==> config.mk <==
export PLATFORM = sky130hd
export DESIGN_NAME = sensor_spi_register_master_unit
export DESIGN_NICKNAME = d
export VERILOG_FILES = /design/src/sv/ssrm_pkg.sv /design/src/sv/ssrm_front.sv /design/src/sv/ssrm_queue.sv /design/src/sv/ssrm_back.sv /design/src/sv/sensor_spi_register_master_unit.sv
export SDC_FILE = /design/constraint.sdc
export NUM_CORES = 1
export LEC_CHECK = 0
export ABC_CLOCK_PERIOD_IN_PS = 3250
export BUFFER_PORTS_ARGS = -buffer_cell sky130_fd_sc_hd__buf_2
export CAP_MARGIN = 30
export CORE_MARGIN = 10
export CORE_UTILIZATION = 53
export CTS_CLUSTER_DIAMETER = 100
export DETAILED_ROUTE_END_ITERATION = 16
export MAX_ROUTING_LAYER = met4
export PLACE_DENSITY = 0.82
export SYNTH_ARGS = -nofsm -noshare
export SYNTH_HDL_FRONTEND = slang
export SYNTH_SLANG_ARGS = --single-unit
==> constraint.sdc <==
create_clock -name clk -period 3.25 [get_ports clk]
set_clock_uncertainty 0.05 [all_clocks]
set_input_delay 0.1625 -clock clk [delete_from_list [all_inputs] [get_ports clk]]
set_output_delay 0.1625 -clock clk [all_outputs]
set_load 0.03 [all_outputs]
==> src/sv/ssrm_pkg.sv <==
// Shared types and constants for the sensor SPI register master.
`default_nettype none

package ssrm_pkg;

	localparam int ADDR_BITS   = 9;
	localparam int DATA_BITS   = 16;
	localparam int HALF_W      = 8;
	localparam logic [HALF_W-1:0] HALF_RESET = 8'd10;

	// bit counter spans the longer of the two shifted fields
	localparam int CNT_W = $clog2((DATA_BITS > ADDR_BITS) ? DATA_BITS : ADDR_BITS);

	localparam int IN_FIELDS_W  = 2 + ADDR_BITS + DATA_BITS + 1;
	localparam int IN_W         = ((IN_FIELDS_W + 7) / 8) * 8;
	localparam int OUT_FIELDS_W = DATA_BITS + 5;
	localparam int OUT_W        = ((OUT_FIELDS_W + 7) / 8) * 8;

	localparam int QUEUE_DEPTH = 2;
	localparam int QPTR_W      = (QUEUE_DEPTH > 1) ? $clog2(QUEUE_DEPTH) : 1;
	localparam int QCNT_W      = $clog2(QUEUE_DEPTH + 1);

	// raw action codes on the input stream
	localparam logic [1:0] ACT_WRITE = 2'd1;
	localparam logic [1:0] ACT_READ  = 2'd2;

	typedef enum logic [1:0] {
		CMD_TICK,
		CMD_WRITE,
		CMD_READ
	} cmd_t;

	typedef enum logic [3:0] {
		PH_IDLE,
		PH_SEL_HIGH,
		PH_SEL_LOW,
		PH_ADDR_LO,
		PH_ADDR_HI,
		PH_CMD_LO,
		PH_CMD_HI,
		PH_TURN_LO,
		PH_TURN_HI,
		PH_DATA_LO,
		PH_DATA_HI,
		PH_END
	} phase_t;

	// input beat layout, lowest field in the lowest bits
	typedef struct packed {
		logic [IN_W-IN_FIELDS_W-1:0] pad;
		logic                        miso;
		logic [DATA_BITS-1:0]        write_data;
		logic [ADDR_BITS-1:0]        address;
		logic [1:0]                  action;
	} in_beat_t;

	// result beat layout, lowest field in the lowest bits
	typedef struct packed {
		logic [OUT_W-OUT_FIELDS_W-1:0] pad;
		logic                          done_res;
		logic [DATA_BITS-1:0]          read_data;
		logic                          busy_res;
		logic                          mosi;
		logic                          sclk;
		logic                          select_n;
	} out_beat_t;

	// classified item handed from front to back
	typedef struct packed {
		cmd_t                 cmd;
		logic [ADDR_BITS-1:0] address;
		logic [DATA_BITS-1:0] write_data;
		logic                 miso;
	} item_t;

endpackage

`default_nettype wire

==> src/sv/ssrm_front.sv <==
// Front end: unpacks input beats and classifies the action code.
`default_nettype none

module ssrm_front import ssrm_pkg::*; (
	input  wire logic            s_tvalid,
	output logic                 s_tready,
	input  wire logic [IN_W-1:0] s_tdata,
	input  wire logic            q_full,
	output logic                 q_push,
	output item_t                q_item
);

	in_beat_t beat;

	assign beat     = in_beat_t'(s_tdata);
	assign s_tready = !q_full;
	assign q_push   = s_tvalid && !q_full;

	always_comb begin
		q_item.address    = beat.address;
		q_item.write_data = beat.write_data;
		q_item.miso       = beat.miso;
		case (beat.action)
			ACT_WRITE: q_item.cmd = CMD_WRITE;
			ACT_READ:  q_item.cmd = CMD_READ;
			default:   q_item.cmd = CMD_TICK;
		endcase
	end

endmodule

`default_nettype wire

==> src/sv/ssrm_queue.sv <==
// Short queue of classified items between front and back.
`default_nettype none

module ssrm_queue import ssrm_pkg::*; (
	input  wire logic  clk,
	input  wire logic  arst_n,
	input  wire logic  push,
	input  wire item_t push_item,
	output logic       full,
	input  wire logic  pop,
	output logic       valid,
	output item_t      head
);

	item_t             mem_q [QUEUE_DEPTH];
	logic [QPTR_W-1:0] wr_ptr_q;
	logic [QPTR_W-1:0] rd_ptr_q;
	logic [QCNT_W-1:0] count_q;

	assign full  = (count_q == QCNT_W'(QUEUE_DEPTH));
	assign valid = (count_q != '0);
	assign head  = mem_q[rd_ptr_q];

	always_ff @(posedge clk) begin
		if (push) begin
			mem_q[wr_ptr_q] <= push_item;
		end
	end

	always_ff @(posedge clk or negedge arst_n) begin
		if (!arst_n) begin
			wr_ptr_q <= '0;
			rd_ptr_q <= '0;
			count_q  <= '0;
		end else begin
			if (push) begin
				wr_ptr_q <= (wr_ptr_q == QPTR_W'(QUEUE_DEPTH - 1)) ? '0 : wr_ptr_q + 1'b1;
			end
			if (pop) begin
				rd_ptr_q <= (rd_ptr_q == QPTR_W'(QUEUE_DEPTH - 1)) ? '0 : rd_ptr_q + 1'b1;
			end
			if (push && !pop) begin
				count_q <= count_q + 1'b1;
			end else if (pop && !push) begin
				count_q <= count_q - 1'b1;
			end
		end
	end

endmodule

`default_nettype wire

==> src/sv/ssrm_back.sv <==
// Back end: SPI phase sequencer, shift registers and result register.
`default_nettype none

module ssrm_back import ssrm_pkg::*; (
	input  wire logic              clk,
	input  wire logic              arst_n,
	input  wire logic              cfg_we,
	input  wire logic [HALF_W-1:0] cfg_wdata,
	input  wire logic              q_valid,
	input  wire item_t             q_item,
	output logic                   q_pop,
	output logic                   m_tvalid,
	input  wire logic              m_tready,
	output logic [OUT_W-1:0]       m_tdata
);

	logic [HALF_W-1:0]    half_q;
	phase_t               phase_q, phase_d;
	logic [CNT_W-1:0]     bit_q, bit_d;
	logic [HALF_W-1:0]    tick_q, tick_d;
	logic [DATA_BITS-1:0] tx_q, tx_d;
	logic [ADDR_BITS-1:0] addr_q, addr_d;
	logic [DATA_BITS-1:0] rx_q, rx_d;
	logic                 is_read_q, is_read_d;
	logic                 sel_q, sel_d;
	logic                 clk_q, clk_d;
	logic                 mosi_q, mosi_d;

	logic                 out_valid_q;
	logic [OUT_W-1:0]     out_data_q;

	logic                 fire;
	logic [HALF_W-1:0]    limit;
	logic                 start;
	logic                 expired;
	logic                 enter;
	logic                 done;
	logic                 more_addr;
	logic                 more_data;
	out_beat_t            res;

	assign fire      = q_valid && (!out_valid_q || m_tready);
	assign q_pop     = fire;
	assign limit     = (half_q == '0) ? HALF_W'(1) : half_q;
	assign start     = (phase_q == PH_IDLE) &&
	                   (q_item.cmd == CMD_WRITE || q_item.cmd == CMD_READ);
	assign expired   = (phase_q != PH_IDLE) && (tick_q >= limit);
	assign more_addr = bit_q < CNT_W'(ADDR_BITS - 1);
	assign more_data = bit_q < CNT_W'(DATA_BITS - 1);

	// next phase
	always_comb begin
		phase_d = phase_q;
		enter   = 1'b0;
		done    = 1'b0;
		if (fire) begin
			if (phase_q == PH_IDLE) begin
				if (start) begin
					phase_d = PH_SEL_HIGH;
					enter   = 1'b1;
				end
			end else if (expired) begin
				enter = 1'b1;
				case (phase_q)
					PH_SEL_HIGH: phase_d = PH_SEL_LOW;
					PH_SEL_LOW:  phase_d = PH_ADDR_LO;
					PH_ADDR_LO:  phase_d = PH_ADDR_HI;
					PH_ADDR_HI:  phase_d = more_addr ? PH_ADDR_LO : PH_CMD_LO;
					PH_CMD_LO:   phase_d = PH_CMD_HI;
					PH_CMD_HI:   phase_d = is_read_q ? PH_TURN_LO : PH_DATA_LO;
					PH_TURN_LO:  phase_d = PH_TURN_HI;
					PH_TURN_HI:  phase_d = PH_DATA_LO;
					PH_DATA_LO:  phase_d = PH_DATA_HI;
					PH_DATA_HI:  phase_d = more_data ? PH_DATA_LO : PH_END;
					default: begin
						phase_d = PH_IDLE;
						done    = 1'b1;
					end
				endcase
			end
		end
	end

	// datapath and pin levels
	always_comb begin
		bit_d     = bit_q;
		tick_d    = tick_q;
		tx_d      = tx_q;
		addr_d    = addr_q;
		rx_d      = rx_q;
		is_read_d = is_read_q;
		sel_d     = sel_q;
		clk_d     = clk_q;
		mosi_d    = mosi_q;
		if (fire) begin
			if (phase_q == PH_IDLE) begin
				if (start) begin
					is_read_d = (q_item.cmd == CMD_READ);
					addr_d    = q_item.address;
					tx_d      = q_item.write_data;
					rx_d      = '0;
					bit_d     = '0;
				end
			end else if (expired) begin
				case (phase_q)
					PH_SEL_LOW, PH_CMD_HI, PH_TURN_HI: begin
						bit_d = '0;
					end
					PH_ADDR_HI: begin
						addr_d = {addr_q[ADDR_BITS-2:0], 1'b0};
						if (more_addr) begin
							bit_d = bit_q + 1'b1;
						end
					end
					PH_DATA_HI: begin
						tx_d = {tx_q[DATA_BITS-2:0], 1'b0};
						if (more_data) begin
							bit_d = bit_q + 1'b1;
						end
					end
					default: ;
				endcase
			end else begin
				tick_d = tick_q + 1'b1;
			end

			if (enter) begin
				tick_d = HALF_W'(1);
				case (phase_d)
					PH_SEL_HIGH: begin
						sel_d = 1'b1;
						clk_d = 1'b0;
					end
					PH_SEL_LOW: sel_d = 1'b0;
					PH_ADDR_LO: begin
						clk_d  = 1'b0;
						mosi_d = addr_d[ADDR_BITS-1];
					end
					PH_CMD_LO: begin
						clk_d  = 1'b0;
						mosi_d = !is_read_d;
					end
					PH_TURN_LO, PH_END: clk_d = 1'b0;
					PH_DATA_LO: begin
						clk_d = 1'b0;
						if (is_read_d) begin
							rx_d = {rx_q[DATA_BITS-2:0], q_item.miso};
						end else begin
							mosi_d = tx_d[DATA_BITS-1];
						end
					end
					PH_IDLE: begin
						sel_d  = 1'b1;
						clk_d  = 1'b0;
						tick_d = '0;
					end
					PH_ADDR_HI, PH_CMD_HI, PH_TURN_HI, PH_DATA_HI: clk_d = 1'b1;
					default: ;
				endcase
			end
		end
	end

	always_comb begin
		res           = '0;
		res.select_n  = sel_d;
		res.sclk      = clk_d;
		res.mosi      = mosi_d;
		res.busy_res  = (phase_d != PH_IDLE);
		res.read_data = (done && is_read_q) ? rx_q : '0;
		res.done_res  = done;
	end

	always_ff @(posedge clk or negedge arst_n) begin
		if (!arst_n) begin
			half_q      <= HALF_RESET;
			phase_q     <= PH_IDLE;
			bit_q       <= '0;
			tick_q      <= '0;
			tx_q        <= '0;
			addr_q      <= '0;
			rx_q        <= '0;
			is_read_q   <= 1'b0;
			sel_q       <= 1'b1;
			clk_q       <= 1'b0;
			mosi_q      <= 1'b0;
			out_valid_q <= 1'b0;
		end else begin
			if (cfg_we) begin
				half_q <= cfg_wdata;
			end
			phase_q   <= phase_d;
			bit_q     <= bit_d;
			tick_q    <= tick_d;
			tx_q      <= tx_d;
			addr_q    <= addr_d;
			rx_q      <= rx_d;
			is_read_q <= is_read_d;
			sel_q     <= sel_d;
			clk_q     <= clk_d;
			mosi_q    <= mosi_d;
			if (fire) begin
				out_valid_q <= 1'b1;
			end else if (m_tready) begin
				out_valid_q <= 1'b0;
			end
		end
	end

	always_ff @(posedge clk) begin
		if (fire) begin
			out_data_q <= OUT_W'(res);
		end
	end

	assign m_tvalid = out_valid_q;
	assign m_tdata  = out_data_q;

	a_idle_pins: assert property (@(posedge clk) disable iff (!arst_n)
		(phase_q == PH_IDLE) |-> (sel_q && !clk_q))
		else $error("pins not parked while idle");

	a_clk_high_phase: assert property (@(posedge clk) disable iff (!arst_n)
		clk_q |-> (phase_q == PH_ADDR_HI || phase_q == PH_CMD_HI ||
		           phase_q == PH_TURN_HI || phase_q == PH_DATA_HI))
		else $error("sclk high outside a high phase");

	a_tick_live: assert property (@(posedge clk) disable iff (!arst_n)
		(phase_q != PH_IDLE) |-> (tick_q != '0))
		else $error("tick counter zero inside a frame");

	a_start_frame: assert property (@(posedge clk) disable iff (!arst_n)
		(fire && start) |=> (phase_q == PH_SEL_HIGH && sel_q))
		else $error("accepted start did not open a frame");

	a_done_idle: assert property (@(posedge clk) disable iff (!arst_n)
		(fire && done) |=> (phase_q == PH_IDLE && out_valid_q))
		else $error("frame end did not return to idle with a result");

endmodule

`default_nettype wire

==> src/sv/sensor_spi_register_master_unit.sv <==
// Top level of the sensor SPI register master: front, queue and back end.
//
//  channel  | direction | handshake          | contents
//  ---------+-----------+--------------------+-----------------------------------------
//  s_*      | in        | s_tvalid/s_tready  | tick with optional write or read start
//  m_*      | out       | m_tvalid/m_tready  | pin levels, busy, read data, done
//  cfg_*    | in        | cfg_we             | half_period_ticks, ticks per SCK phase
//
// One beat per clock sustained while results are taken (m_tready high): each
// tick is one step of the back end's phase sequencer, which resolves the
// whole tick when it pops it. An accepted beat passes through the queue and
// then the result register before it can leave on m_tdata.
// The two-entry queue absorbs input beats while m_tready is low; a held
// result stalls the sequencer first and the front only once the queue fills.
// arst_n returns the link to idle with select high, SCK low, MOSI low and
// half_period_ticks at 10.
`default_nettype none

module sensor_spi_register_master_unit import ssrm_pkg::*; (
	input  wire logic              clk,
	input  wire logic              arst_n,
	// configuration: half_period_ticks
	input  wire logic              cfg_we,
	input  wire logic [HALF_W-1:0] cfg_wdata,
	// tick beats
	input  wire logic              s_tvalid,
	output logic                   s_tready,
	// [1:0] action, [10:2] address, [26:11] write_data, [27] miso, rest zero
	input  wire logic [IN_W-1:0]   s_tdata,
	// result beats
	output logic                   m_tvalid,
	input  wire logic              m_tready,
	// [0] select_n, [1] sclk, [2] mosi, [3] busy_res, [19:4] read_data,
	// [20] done_res, rest zero
	output logic [OUT_W-1:0]       m_tdata
);

	item_t front_item;
	item_t head_item;
	logic  q_push;
	logic  q_full;
	logic  q_valid;
	logic  q_pop;

	// classify the action and push into the queue
	ssrm_front u_front (
		.s_tvalid (s_tvalid),
		.s_tready (s_tready),
		.s_tdata  (s_tdata),
		.q_full   (q_full),
		.q_push   (q_push),
		.q_item   (front_item)
	);

	// decouple acceptance from the sequencer's output stalls
	ssrm_queue u_queue (
		.clk       (clk),
		.arst_n    (arst_n),
		.push      (q_push),
		.push_item (front_item),
		.full      (q_full),
		.pop       (q_pop),
		.valid     (q_valid),
		.head      (head_item)
	);

	// advance the frame one tick per popped item and register the result
	ssrm_back u_back (
		.clk       (clk),
		.arst_n    (arst_n),
		.cfg_we    (cfg_we),
		.cfg_wdata (cfg_wdata),
		.q_valid   (q_valid),
		.q_item    (head_item),
		.q_pop     (q_pop),
		.m_tvalid  (m_tvalid),
		.m_tready  (m_tready),
		.m_tdata   (m_tdata)
	);

endmodule

`default_nettype wire
---- Word-level counts from Yosys, hierarchy flattened ----
Memories as Yosys holds them, arrays and structs flattened.
Index checks and enable logic that the tools add are counted.
cells by class
  add/sub/neg operators ................... 6
  magnitude comparators ................... 3
  eq/ne operators ......................... 31
  muxes and demuxes ....................... 62
  reductions and logical operators ........ 35
operator list
  kind                 count
  $mux 16              9
  $mux 4               10
  $pmux 4 s10          1
  $mux 9               4
  $eq 4x3->1 const B   8
  $mux 8               4
  $eq 4x4->1 const B   7
  $mux 1               25
  $eq 4x2->1 const B   4
  $pmux 4 s3           1
  $reduce_bool 2->1    6
  $reduce_bool 4->1    3
  $reduce_or 10->1     1
  $add 8x1->8 const B  1
  $eq 4x1->1 const B   2
  $ge 8x8->1           1
  $logic_not 4->1      2
  $logic_not 8->1      1
  $lt 4x4->1 const B   2
  $reduce_and 4->1     2
  $logic_and 1x1->1    7
  $reduce_or 7->1      1
  $eq 2x2->1 const B   3
  $mux 2               3
  19 further kinds     29
storage, ports and cells
  flip-flop bits (word level) ............. 95
  memory bits (writable) .................. 56
  input bits .............................. 45
  output and inout bits ................... 26
  memories ................................ 1
memory list
  name           depth  bits a word  rd ports  clocked after Yosys merged registers in  write ports  RTL line          text
  u_queue.mem_q  2      28           1         0                                        1            ssrm_queue.sv:15  item_t mem_q [QUEUE_DEPTH];

---- Depth between registers and ports, before layout ----
Gate-level depths: netlist (run 1).
  depth in word-level cells ............... 12
  gate-level depth with buffers ........... 12
  depth with buffers taken out ............ 10

---- Hierarchy ----
A second synthesis (run 1) with hierarchy kept.
unflattened totals
  cell total of the unflattened synthesis .. 554
  area, all modules ....................... 6904.1 um^2
modules (own cells, without submodules)
  module      times used  cells each  area each (um^2)
  ssrm_back   1           421         4426.7
  ssrm_queue  1           103         2257.2
  ssrm_front  1           30          220.2

---- Worst setup path after synthesis (run 1) ----
OpenSTA, ideal clock, no wires.
  path kind ............................... register -> register
  start point ............................. reg u_back.half_q[5]
  end point ............................... reg u_back.out_data_q[3], in the netlist u_back.m_tdata[3] (data pin)
  arrival ................................. 2.975 ns
  required time ........................... 2.935 ns
  slack ................................... -0.040 ns
  stages on the path, launching flop included .. 11
  cell sequence ........................... dfrtp_1 nor4_1 a41o_1 ha_1 nand2b_1 a2111oi_0 o31ai_1 nand2_1 mux2_2 or2_1 or3_1
RTL lines
  item                      RTL line          text
  start: declaration        ssrm_back.sv:17   logic [HALF_W-1:0] half_q;
  start signal: assignment  ssrm_back.sv:190  half_q <= cfg_wdata;
  end signal: assignment    ssrm_back.sv:212  out_data_q <= OUT_W'(res);
  end: declaration          ssrm_back.sv:30   logic [OUT_W-1:0] out_data_q;

---- Worst setup path after layout (run 1) ----
  start point ............................. reg u_back.half_q[3]
  end point ............................... reg u_back.rx_q[7]
between the ends
  longest elaborated chain between the ends .. 10
  elaborated cells on any way between the ends .. 13
  classes of those cells .................. order compare: 1; eq/ne: 1; mux: 9; reduce/logical: 2
ends and longest elaborated chain
  item                    RTL line          text
  $logic_not 8->1         ssrm_back.sv:44   assign limit = (half_q == '0) ? HALF_W'(1) : half_q;
  $mux 8 *                ssrm_back.sv:44
  $ge 8x8->1 *            ssrm_back.sv:47   assign expired = (phase_q != PH_IDLE) && (tick_q >= limit);
  $logic_and 1x1->1 *     ssrm_back.sv:47
  $mux 4                  ssrm_back.sv:62   end else if (expired) begin
  $mux 4                  ssrm_back.sv:57   if (phase_q == PH_IDLE) begin
  $mux 4                  ssrm_back.sv:56   if (fire) begin
  $eq 4x4->1              ssrm_back.sv:129  case (phase_d)
  $mux 16                 ssrm_back.sv:129
  $mux 16 *               ssrm_back.sv:127  if (enter) begin
  end signal: assignment  ssrm_back.sv:197  rx_q <= rx_d;
  end: declaration        ssrm_back.sv:23   logic [DATA_BITS-1:0] rx_q, rx_d;
Mark *: on every way between the ends. The rest lies on a longest branch, timed or not.
A chain may end at the register's enable or synchronous reset.

==> flow_summary.rst, run 1 <==
.. list-table::
   :header-rows: 1

   * - Metric
     - Value
   * - Number of port buffers
     - between 60 and 70
   * - Highest net fanout along the worst path
     - 8
   * - Iter 0 DRT Violations
     - just over 400
   * - Clock Sink Count
     - 151
   * - Number of pins with negative max-slew slack in the final report
     - 0
   * - Max-capacitance violation count
     - 0
   * - Xor-xnor portion of the synthesized cell area
     - 0.0105
   * - Critical path arrival
     - 3.45 ns
   * - Overflow left after global routing
     - 0
   * - Antenna Violating Nets Remaining
     - 0
   * - Maximum single-stage delay on the critical path
     - roughly 0.52 ns
   * - Area fraction in compound gates after synthesis
     - 0.109
   * - Crit path depth
     - 12
   * - Dominant delay contributor by cell family on the critical path
     - compound AO/OA/AOI/OAI gates
   * - Number of endpoints failing setup at the final stage
     - 0
   * - WP buf/inv
     - 3
   * - Reg-to-reg startpoint
     - u_back.half_q[3]
   * - Diodes inserted
     - 0
   * - Number of antenna violations at the first check in global routing
     - 0
   * - Start point of the critical path
     - u_back.half_q[3]
   * - Starting Density
     - 0.535
   * - Distinct cell type count after synthesis
     - slightly above 60
   * - Ys async rst share
     - 0.490
   * - CTS root buffer
     - clkbuf_16
   * - Count of warnings emitted by yosys
     - 0
   * - Maximum clock rate
     - 316 MHz
   * - Boundary pin count
     - roughly 70
   * - Cells along the critical path
     - inv_1 > a41o_1 > ha_1 > nand2b_4 > a2111oi_4 > o31a_1 > buf_6 > or4_4 > a211oi_4 > nand3_4 > buf_12 > mux2i_2
   * - Maximum number of pins on one net before global-route repair
     - between 40 and 50
   * - Number of register bits inferred by synthesis
     - between 150 and 200
   * - Fraction of final layout cells with drive strength greater than 1
     - 0.254
   * - Global-route usage over all layers
     - 0.179
   * - Via count of the first global-routing pass
     - between 5000 and 6000
   * - Placeable core region
     - 12500 um^2
   * - Leakage component of the power
     - around 3.6 nW
   * - Sum of net half-perimeters after detailed placement
     - between 9000 and 10000 um
   * - Multiplexer share of the synthesized area
     - 0.0844
   * - Instance count after placement with tap cells included
     - approximately 790
   * - Count of mapped cells out of synthesis
     - 553
   * - Combinational family with the most area after synthesis
     - simple AND/OR/NAND/NOR gates
   * - GPL Wtd Cong
     - ~0.93
   * - Worst vdd rail ir drop
     - 622 uV
   * - Clock Latency Late Sink
     - 0.42 ns
   * - DIE AREA
     - 17500 um^2
   * - Syn avg cell area
     - about 12 um^2
   * - Worst hold margin
     - 0.0256 ns
   * - CTS tree
     - yes
   * - Period minus WS final
     - around 3.2 ns
   * - Total power consumption of the routed design
     - 7.22 mW
   * - Required time at the worst-slack endpoint
     - approximately 3.5 ns
   * - Number of H-tree levels
     - 4
   * - Startpoint type of the worst setup path
     - register
   * - Critical path capture point type
     - register
   * - Proportion of synthesized chip area in sequential cells
     - 0.622
   * - Total Nets Final
     - ~740
   * - Worst Reg2Reg Path Length in Cells
     - 12
   * - R2R Path End
     - u_back.rx_q[7]
   * - Transition time of the tightest slew-check pin
     - roughly 0.68 ns
   * - Total power density per cell area
     - 849 nW/um^2
   * - Post-synthesis simple-gate area fraction
     - 0.114
   * - Syn-to-layout area delta
     - 26.8%
   * - CTS Buf Count
     - 17
   * - Setup CP Type
     - register to register
   * - DR pass1 iterations
     - 6
   * - Sum of routed wire length over all layers
     - roughly 15000 um
   * - Critical path's slowest cell
     - dfstp_2
   * - Number of flops mapped to enable cells by yosys
     - 77
   * - Row count
     - 41
   * - Hold_sp
     - cfg_we
   * - Post-Synth Adder-Cell Area
     - 0.0224
   * - Hold EP
     - u_back.half_q[1]
   * - Layout filler cell count
     - 916
   * - Flop-to-flop setup slack
     - 0.08 ns
   * - Maximum buffer depth of the clock tree
     - 2
   * - Via count
     - slightly below 5000
   * - Chip Width
     - 132 um
   * - Primary FF master, synth
     - edfxtp_1
   * - Vias per cell
     - between 5 and 6
   * - Fin crit share
     - 0.975
   * - Slew headroom
     - 0.549
   * - Layout Cells excl Fill
     - 865
   * - Total standard cell area after synthesis
     - 6700 um^2
   * - Register clock-pin slew on the reported worst setup and hold paths
     - 0.06 ns
   * - Instance count along the most critical hold path
     - 2
   * - Hold crit path type
     - primary input to register
   * - Result of the run
     - finished clean
   * - Wire length of the first global-routing pass
     - 24900 um
   * - Number of hold violations in the final report
     - 0
   * - Die boundary height
     - between 100 and 150 um
   * - Average wire per cell in the routed design
     - 17.4 um
   * - DRC violation count after routing
     - 0
## routing by layer
layer,track usage,wire length [um],vias up,share of wire
met3,0.0492,807,31,0.054
met1,0.198,6180,2408,0.41
li1,-,-,2255,-
met4,0.0642,298,0,0.020
met5,-,0,-,0
met2,0.305,7790,172,0.52
## cells in the final DEF, fill, tap and decap left out, types with 3 or more instances in the layout
cell type,instances
edfxtp_1,77
nand2_1,75
dfrtp_1,71
buf_2,63
o21ai_0,49
dlygate4sd3_1,38
inv_1,28
mux2_2,28
buf_4,28
mux2i_1,23
and3_1,23
a22oi_1,22
clkbuf_16,18
nor2_1,13
ha_1,12
a21oi_1,10
nand3_1,9
nand2b_1,6
nor2b_1,6
o31ai_1,4
xor2_1,4
xnor2_1,4
bufinv_16,4
inv_6,4
a31oi_1,3
or3_1,3
conb_1,3
buf_12,3
dfstp_2,3
## sequential cells by signal, summed over array words and instances, names as in the netlist, 2 cells and up
name / cells
u_queue.mem_q: 56
u_back.m_tdata: 21
u_back.rx_q: 16
u_back.tx_q: 16
u_back.addr_q: 9
u_back.half_q: 8
u_back.tick_q: 8
u_back.bit_q: 4
u_back.phase_q: 4
u_queue.count_q: 2
## stage by stage
| step | area [um^2] | setup slack [ns] | util | setup TNS (ns) |
|---|---|---|---|---|
| after floorplan | 6710 | 0.0103 | - | 0 |
| after global placement | 7350 | 0.0131 | 0.587 | 0 |
| after detailed placement | 7370 | -0.115 | 0.589 | -2.84 |
| after CTS | 8400 | 0.00266 | 0.671 | 0 |
| after global routing | 8500 | -0.0522 | 0.679 | -0.134 |
| final | 8500 | 0.0808 | 0.679 | 0 |
## timing repair
| item | in CTS | in global routing |
|---|---|---|
| setup buffers | 1 | 2 |
| pin swaps | 1 | 4 |
| gates cloned | 0 | 1 |
| hold buffers | 38 | 0 |
| gates resized for setup | 3 | 10 |
| setup endpoints to repair | 37 | 24 |
| hold endpoints to repair | 139 | 0 |
## how the worst max path moves through the flow
| stage | to | slack [ns] |
|---|---|---|
| floorplan | u_back.m_tdata[2] | 0.01 |
| CTS | u_back.rx_q[2] | 0.003 |
| finish | u_back.rx_q[7] | 0.08 |
| detailed placement | u_back.m_tdata[3] | -0.12 |
| global route | u_back.m_tdata[3] | -0.05 |
| global placement | u_back.m_tdata[3] | 0.01 |
## report_power, final
group	internal, mW	switching (mW)	leakage, nW
Combinational	0.896	1.43	1.66
Sequential	2.56	0.257	1.68
Clock	1.29	0.778	0.304
Total	4.75	2.47	3.65
## Yosys cell counts, types with 3 or more instances
library cell	count	area, um^2
ha_1	12	150
a21oi_1	10	50.1
a31oi_1	3	18.8
nand2b_1	7	43.8
nor2_1	15	56.3
nand3_1	9	45.0
dfrtp_1	71	1780
xnor2_1	4	35.0
nor4_1	4	25.0
nor2b_1	6	37.5
nand2_1	75	282
or3_1	3	18.8
edfxtp_1	77	2310
buf_4	4	30.0
o31ai_1	4	30.0
clkbuf_1	21	78.8
mux2i_1	25	250
o21ai_0	50	250
a22oi_1	22	165
inv_1	28	105
mux2_2	28	315
xor2_1	4	35.0
dfstp_2	3	78.8
and3_1	23	144
## cells by family (layout without fill, tap and decap cells)
family	after synthesis	in the layout
muxes	53	53
xor gates and xnor gates	8	8
adders and majority gates	12	12
and+or+nand+nor	156	156
other	1	3
DFF	151	151
AOI/OAI and AO/OA	115	115
buffers and inverters	57	195
## layout make-up
cell class | count | area (um^2) | share of cell area
repair buffers | 134 | 1000 | 0.118
flip-flops and latches | 151 | 4170 | 0.490
clock buffers | 18 | 429 | 0.0505
multi-input cells | 347 | 2380 | 0.280
inverters | 29 | 109 | 0.0128
well taps | 172 | 215 | 0.0253
clock inverters | 14 | 195 | 0.0230
Note: power is estimated with default switching activity, not from simulation.
==> inputs of run 2 (changes only) <==
Settings changed: SYNTH_HIERARCHICAL set to 1.
==> run 2 against run 1 <==
Via count down 6.3%. Sequential share of layout area increased by 0.68 points. First-iteration DRC count grew 6.4%. Cell area fell by 1.4%. Clock power decreased by 2%. Utilization shrank 1.7 points. Combinational power decreased by 7%. Critical path type unchanged. Critical endpoint is now u_back/m_tdata[2]. Largest power group unchanged.
==> flow_summary.rst, run 2 <==
.. list-table::
   :header-rows: 1

   * - Metric
     - Value
   * - Highest net fanout along the worst path
     - 5 (-3)
   * - Dpl ws
     - 0.0151 ns (+0.130 ns)
   * - WP buf/inv
     - 1 (-2)
   * - Number of pins with negative max-slew slack in the final report
     - 0 (unchanged)
   * - Max-capacitance violation count
     - 0 (unchanged)
   * - Fin crit share
     - 0.988 (+0.0132)
   * - Die boundary height
     - 134 um (+1.3%)
   * - Via count
     - 4559 (-6.3%)
   * - DIE AREA
     - 18000 um^2 (+2.6%)
   * - Sum of routed wire length over all layers
     - 14300 um (-5.3%)
   * - Diodes inserted
     - 0 (unchanged)
   * - Vias per cell
     - 5.46 (-2.9%)
   * - Critical path capture point type
     - register
   * - Placeable core region
     - 12700 um^2 (+1.2%)
   * - Proportion of synthesized chip area in sequential cells
     - 0.604 (-0.0183)
   * - Leakage component of the power
     - 3.54 nW (-2.9%)
   * - Share of the synthesized area in the top cell type
     - 0.335 (-0.0101)
   * - Setup CP Type
     - register to register
   * - Transition time of the tightest slew-check pin
     - 1.07 ns (+0.397 ns)
   * - Number of antenna violations at the first check in global routing
     - 0 (unchanged)
   * - Ys async rst share
     - 0.490 (unchanged)
   * - Startpoint type of the worst setup path
     - register
   * - Starting Density
     - 0.545 (+0.00949)
   * - Clock Sink Count
     - 151 (unchanged)
   * - Number of port buffers
     - 63 (unchanged)
   * - CTS tree
     - yes
   * - Highest-count cells in the layout ignoring fill and taps
     - edfxtp_1, dfrtp_1, buf_2
   * - DR pass1 iterations
     - 5 (-1)
   * - Required time at the worst-slack endpoint
     - 3.43 ns (-0.10 ns)
   * - Chip Width
     - 134 um (+1.3%)
   * - Number of register bits inferred by synthesis
     - 151 (unchanged)
   * - Count leader, synth
     - edfxtp_1
   * - Count of mapped cells out of synthesis
     - 554 (+0.18%)
   * - Register clock-pin slew on the reported worst setup and hold paths
     - 0.06 ns (about the same)
   * - Result of the run
     - finished clean
   * - Count of warnings emitted by yosys
     - 6 (+6)
   * - Final setup margin
     - 0.0381 ns (-0.0427 ns)
   * - Sum of net half-perimeters after detailed placement
     - 9130 um (-3.0%)
   * - Synth area leader
     - edfxtp_1
   * - Iter 0 DRT Violations
     - 435 (+6.4%)
   * - Multiplexer share of the synthesized area
     - 0.0623 (-0.0220)
   * - Cells along the critical path
     - nor4_4 > a41o_1 > ha_1 > a31oi_1 > nor2b_1 > o21ai_1 > buf_4 > a31oi_4 > o22ai_4 > or3_1 > o32a_1 > o41ai_4
   * - Slew headroom
     - 0.283 (-0.267)
   * - Worst vdd rail ir drop
     - 556 uV (-11%)
   * - Syn avg cell area
     - 12.5 um^2 (+2.8%)
   * - Total Nets Final
     - 707 (-4.1%)
   * - Distinct cell type count after synthesis
     - 64 (+4.9%)
   * - Layout filler cell count
     - 943 (+2.9%)
   * - Fraction of final layout cells with drive strength greater than 1
     - 0.268 (+0.0145)
   * - Clock Latency Late Sink
     - 0.43 ns (about the same)
   * - Post-Synth Adder-Cell Area
     - 0.0217 (-0.000658)
   * - Xor-xnor portion of the synthesized cell area
     - 0.0178 (+0.00730)
   * - Most common cell after layout, fill and taps aside
     - edfxtp_1
   * - Critical path's slowest cell
     - dfstp_2
   * - Most frequent cells after synthesis
     - edfxtp_1, dfrtp_1, nand2_1
   * - Number of flops mapped to enable cells by yosys
     - 77 (unchanged)
   * - Total Neg Setup Slack
     - 0 ns (unchanged)
   * - GPL Wtd Cong
     - 0.860 (-7.7%)
   * - Wire length of the first global-routing pass
     - 23800 um (-4.3%)
   * - Unrepaired setup endpoints after global routing
     - true
   * - Row count
     - 41 (unchanged)
   * - Average wire per cell in the routed design
     - 17.1 um (-1.9%)
   * - Hold crit path type
     - primary input to register
   * - Number of H-tree levels
     - 4 (unchanged)
   * - Number of hold violations in the final report
     - 0 (unchanged)
   * - Area fraction in compound gates after synthesis
     - 0.122 (+0.0126)
   * - Maximum buffer depth of the clock tree
     - 2 (unchanged)
   * - Max reg flops
     - 56 (unchanged)
   * - Critical path arrival
     - 3.39 ns (-0.06 ns)
   * - Top register by number of flip-flops
     - u_queue/mem_q
   * - Boundary pin count
     - 71 (unchanged)
   * - Maximum number of pins on one net before global-route repair
     - 75 (+83%)
   * - Dominant delay contributor by cell family on the critical path
     - compound AO/OA/AOI/OAI gates
   * - Antenna Violating Nets Remaining
     - 0 (unchanged)
   * - Primary FF master, synth
     - edfxtp_1
   * - DRC violation count after routing
     - 0 (unchanged)
   * - Area used by multi-input combinational logic
     - 2380 um^2 (-0.21%)
   * - Maximum single-stage delay on the critical path
     - 0.56 ns (+0.04 ns)
   * - CTS Buf Count
     - 17 (unchanged)
   * - CTS root buffer
     - clkbuf_16
   * - Post-synthesis simple-gate area fraction
     - 0.110 (-0.00408)
   * - Sequential standard cell area
     - 4170 um^2 (unchanged)
   * - Combinational family with the most area after synthesis
     - compound AO/OA/AOI/OAI gates
   * - Total standard cell area after synthesis
     - 6900 um^2 (+3.0%)
   * - Overflow left after global routing
     - 0 (unchanged)
   * - Total power density per cell area
     - 830 nW/um^2 (-2.3%)
   * - Syn-to-layout area delta
     - 21.4%
   * - Maximum clock rate
     - 311 MHz (-1.3%)
   * - Period minus WS final
     - 3.21 ns (+0.0427 ns)
   * - Global-route usage over all layers
     - 0.170 (-0.00922)
   * - Number of endpoints failing setup at the final stage
     - 0 (unchanged)
   * - Synth area leaders
     - edfxtp_1, dfrtp_1, mux2_2
   * - Via count of the first global-routing pass
     - 4772 (-7.2%)
## run 2: cell types whose count changed after synthesis, sizes merged, moves of 3 or more
cell    delta
a22o      +16
and3       -5
buf       +31
clkbuf     -6
inv        -9
mux2       +3
mux2i     -21
nand2     -16
nor2      +10
nor3       +4
o21ai     -13
o31ai      -3
xor2       +8
## run 2: kinds of logic after synthesis
family	after synthesis
AO/OA/AOI/OAI	119
multiplexers	35
adder cells (fa/ha/maj)	12
other	1
AND/OR/NAND/NOR	149
buffers and inverters	73
flip-flops	151
XOR/XNOR	14
## run 2: cell type report
| class | count | area share |
|---|---|---|
| inverters | 20 | 0.00895 |
| clock buffers | 19 | 0.0540 |
| multi-input cells | 332 | 0.284 |
| clock inverters | 13 | 0.0200 |
| repair buffers | 128 | 0.111 |
| flip-flops and latches | 151 | 0.497 |
| well taps | 172 | 0.0257 |
## run 2: metrics by stage
step	cells	util	cell area [um^2]	hold slack, ns	power [mW]
detailed placement	762	0.575	7290	0.305	4.87
CTS	831	0.654	8280	0.0188	6.96
global placement	762	0.575	7290	0.300	4.79
finish	835	0.662	8380	0.0245	6.96
floorplan	556	-	6910	-0.183	4.34
global route	835	0.662	8380	0.0700	7.35
## run 2: path summary, 6_finish.rpt
check,end,start,cells after the start,slack (ns)
max,u_back/m_tdata[2],u_back/half_q[3],12,0.04
min,u_back/half_q[3],cfg_we,2,0.02
max reg2reg,u_back/m_tdata[2],u_back/half_q[3],12,0.04
min reg2reg,u_queue/count_q[1],u_queue/count_q[1],1,0.43
max in group asynchronous,u_back/sel_q,arst_n,4,2.49
min in group asynchronous,u_back/bit_q[0],arst_n,3,0.11
## run 2: power breakdown
part | internal [mW] | switching (mW)
registers | 2.49 | 0.271
clock network | 1.25 | 0.778
logic | 0.887 | 1.27
## run 2: repair_timing
item	CTS	global route
hold endpoints to repair	134	0
pin swaps	0	2
resized for setup	1	8
hold buffers	37	0
endpoints found under the setup margin	1	30
setup buffers	0	3
gates cloned	0	0
## run 2: metal layers
layer | GRT usage | share of wire | vias up | routed length, um
met5 | - | 0 | - | 0
met4 | 0.0423 | 0.011 | 0 | 150
met3 | 0.0579 | 0.054 | 19 | 773
met2 | 0.280 | 0.50 | 128 | 7200
met1 | 0.196 | 0.43 | 2233 | 6140
li1 | - | - | 2179 | -
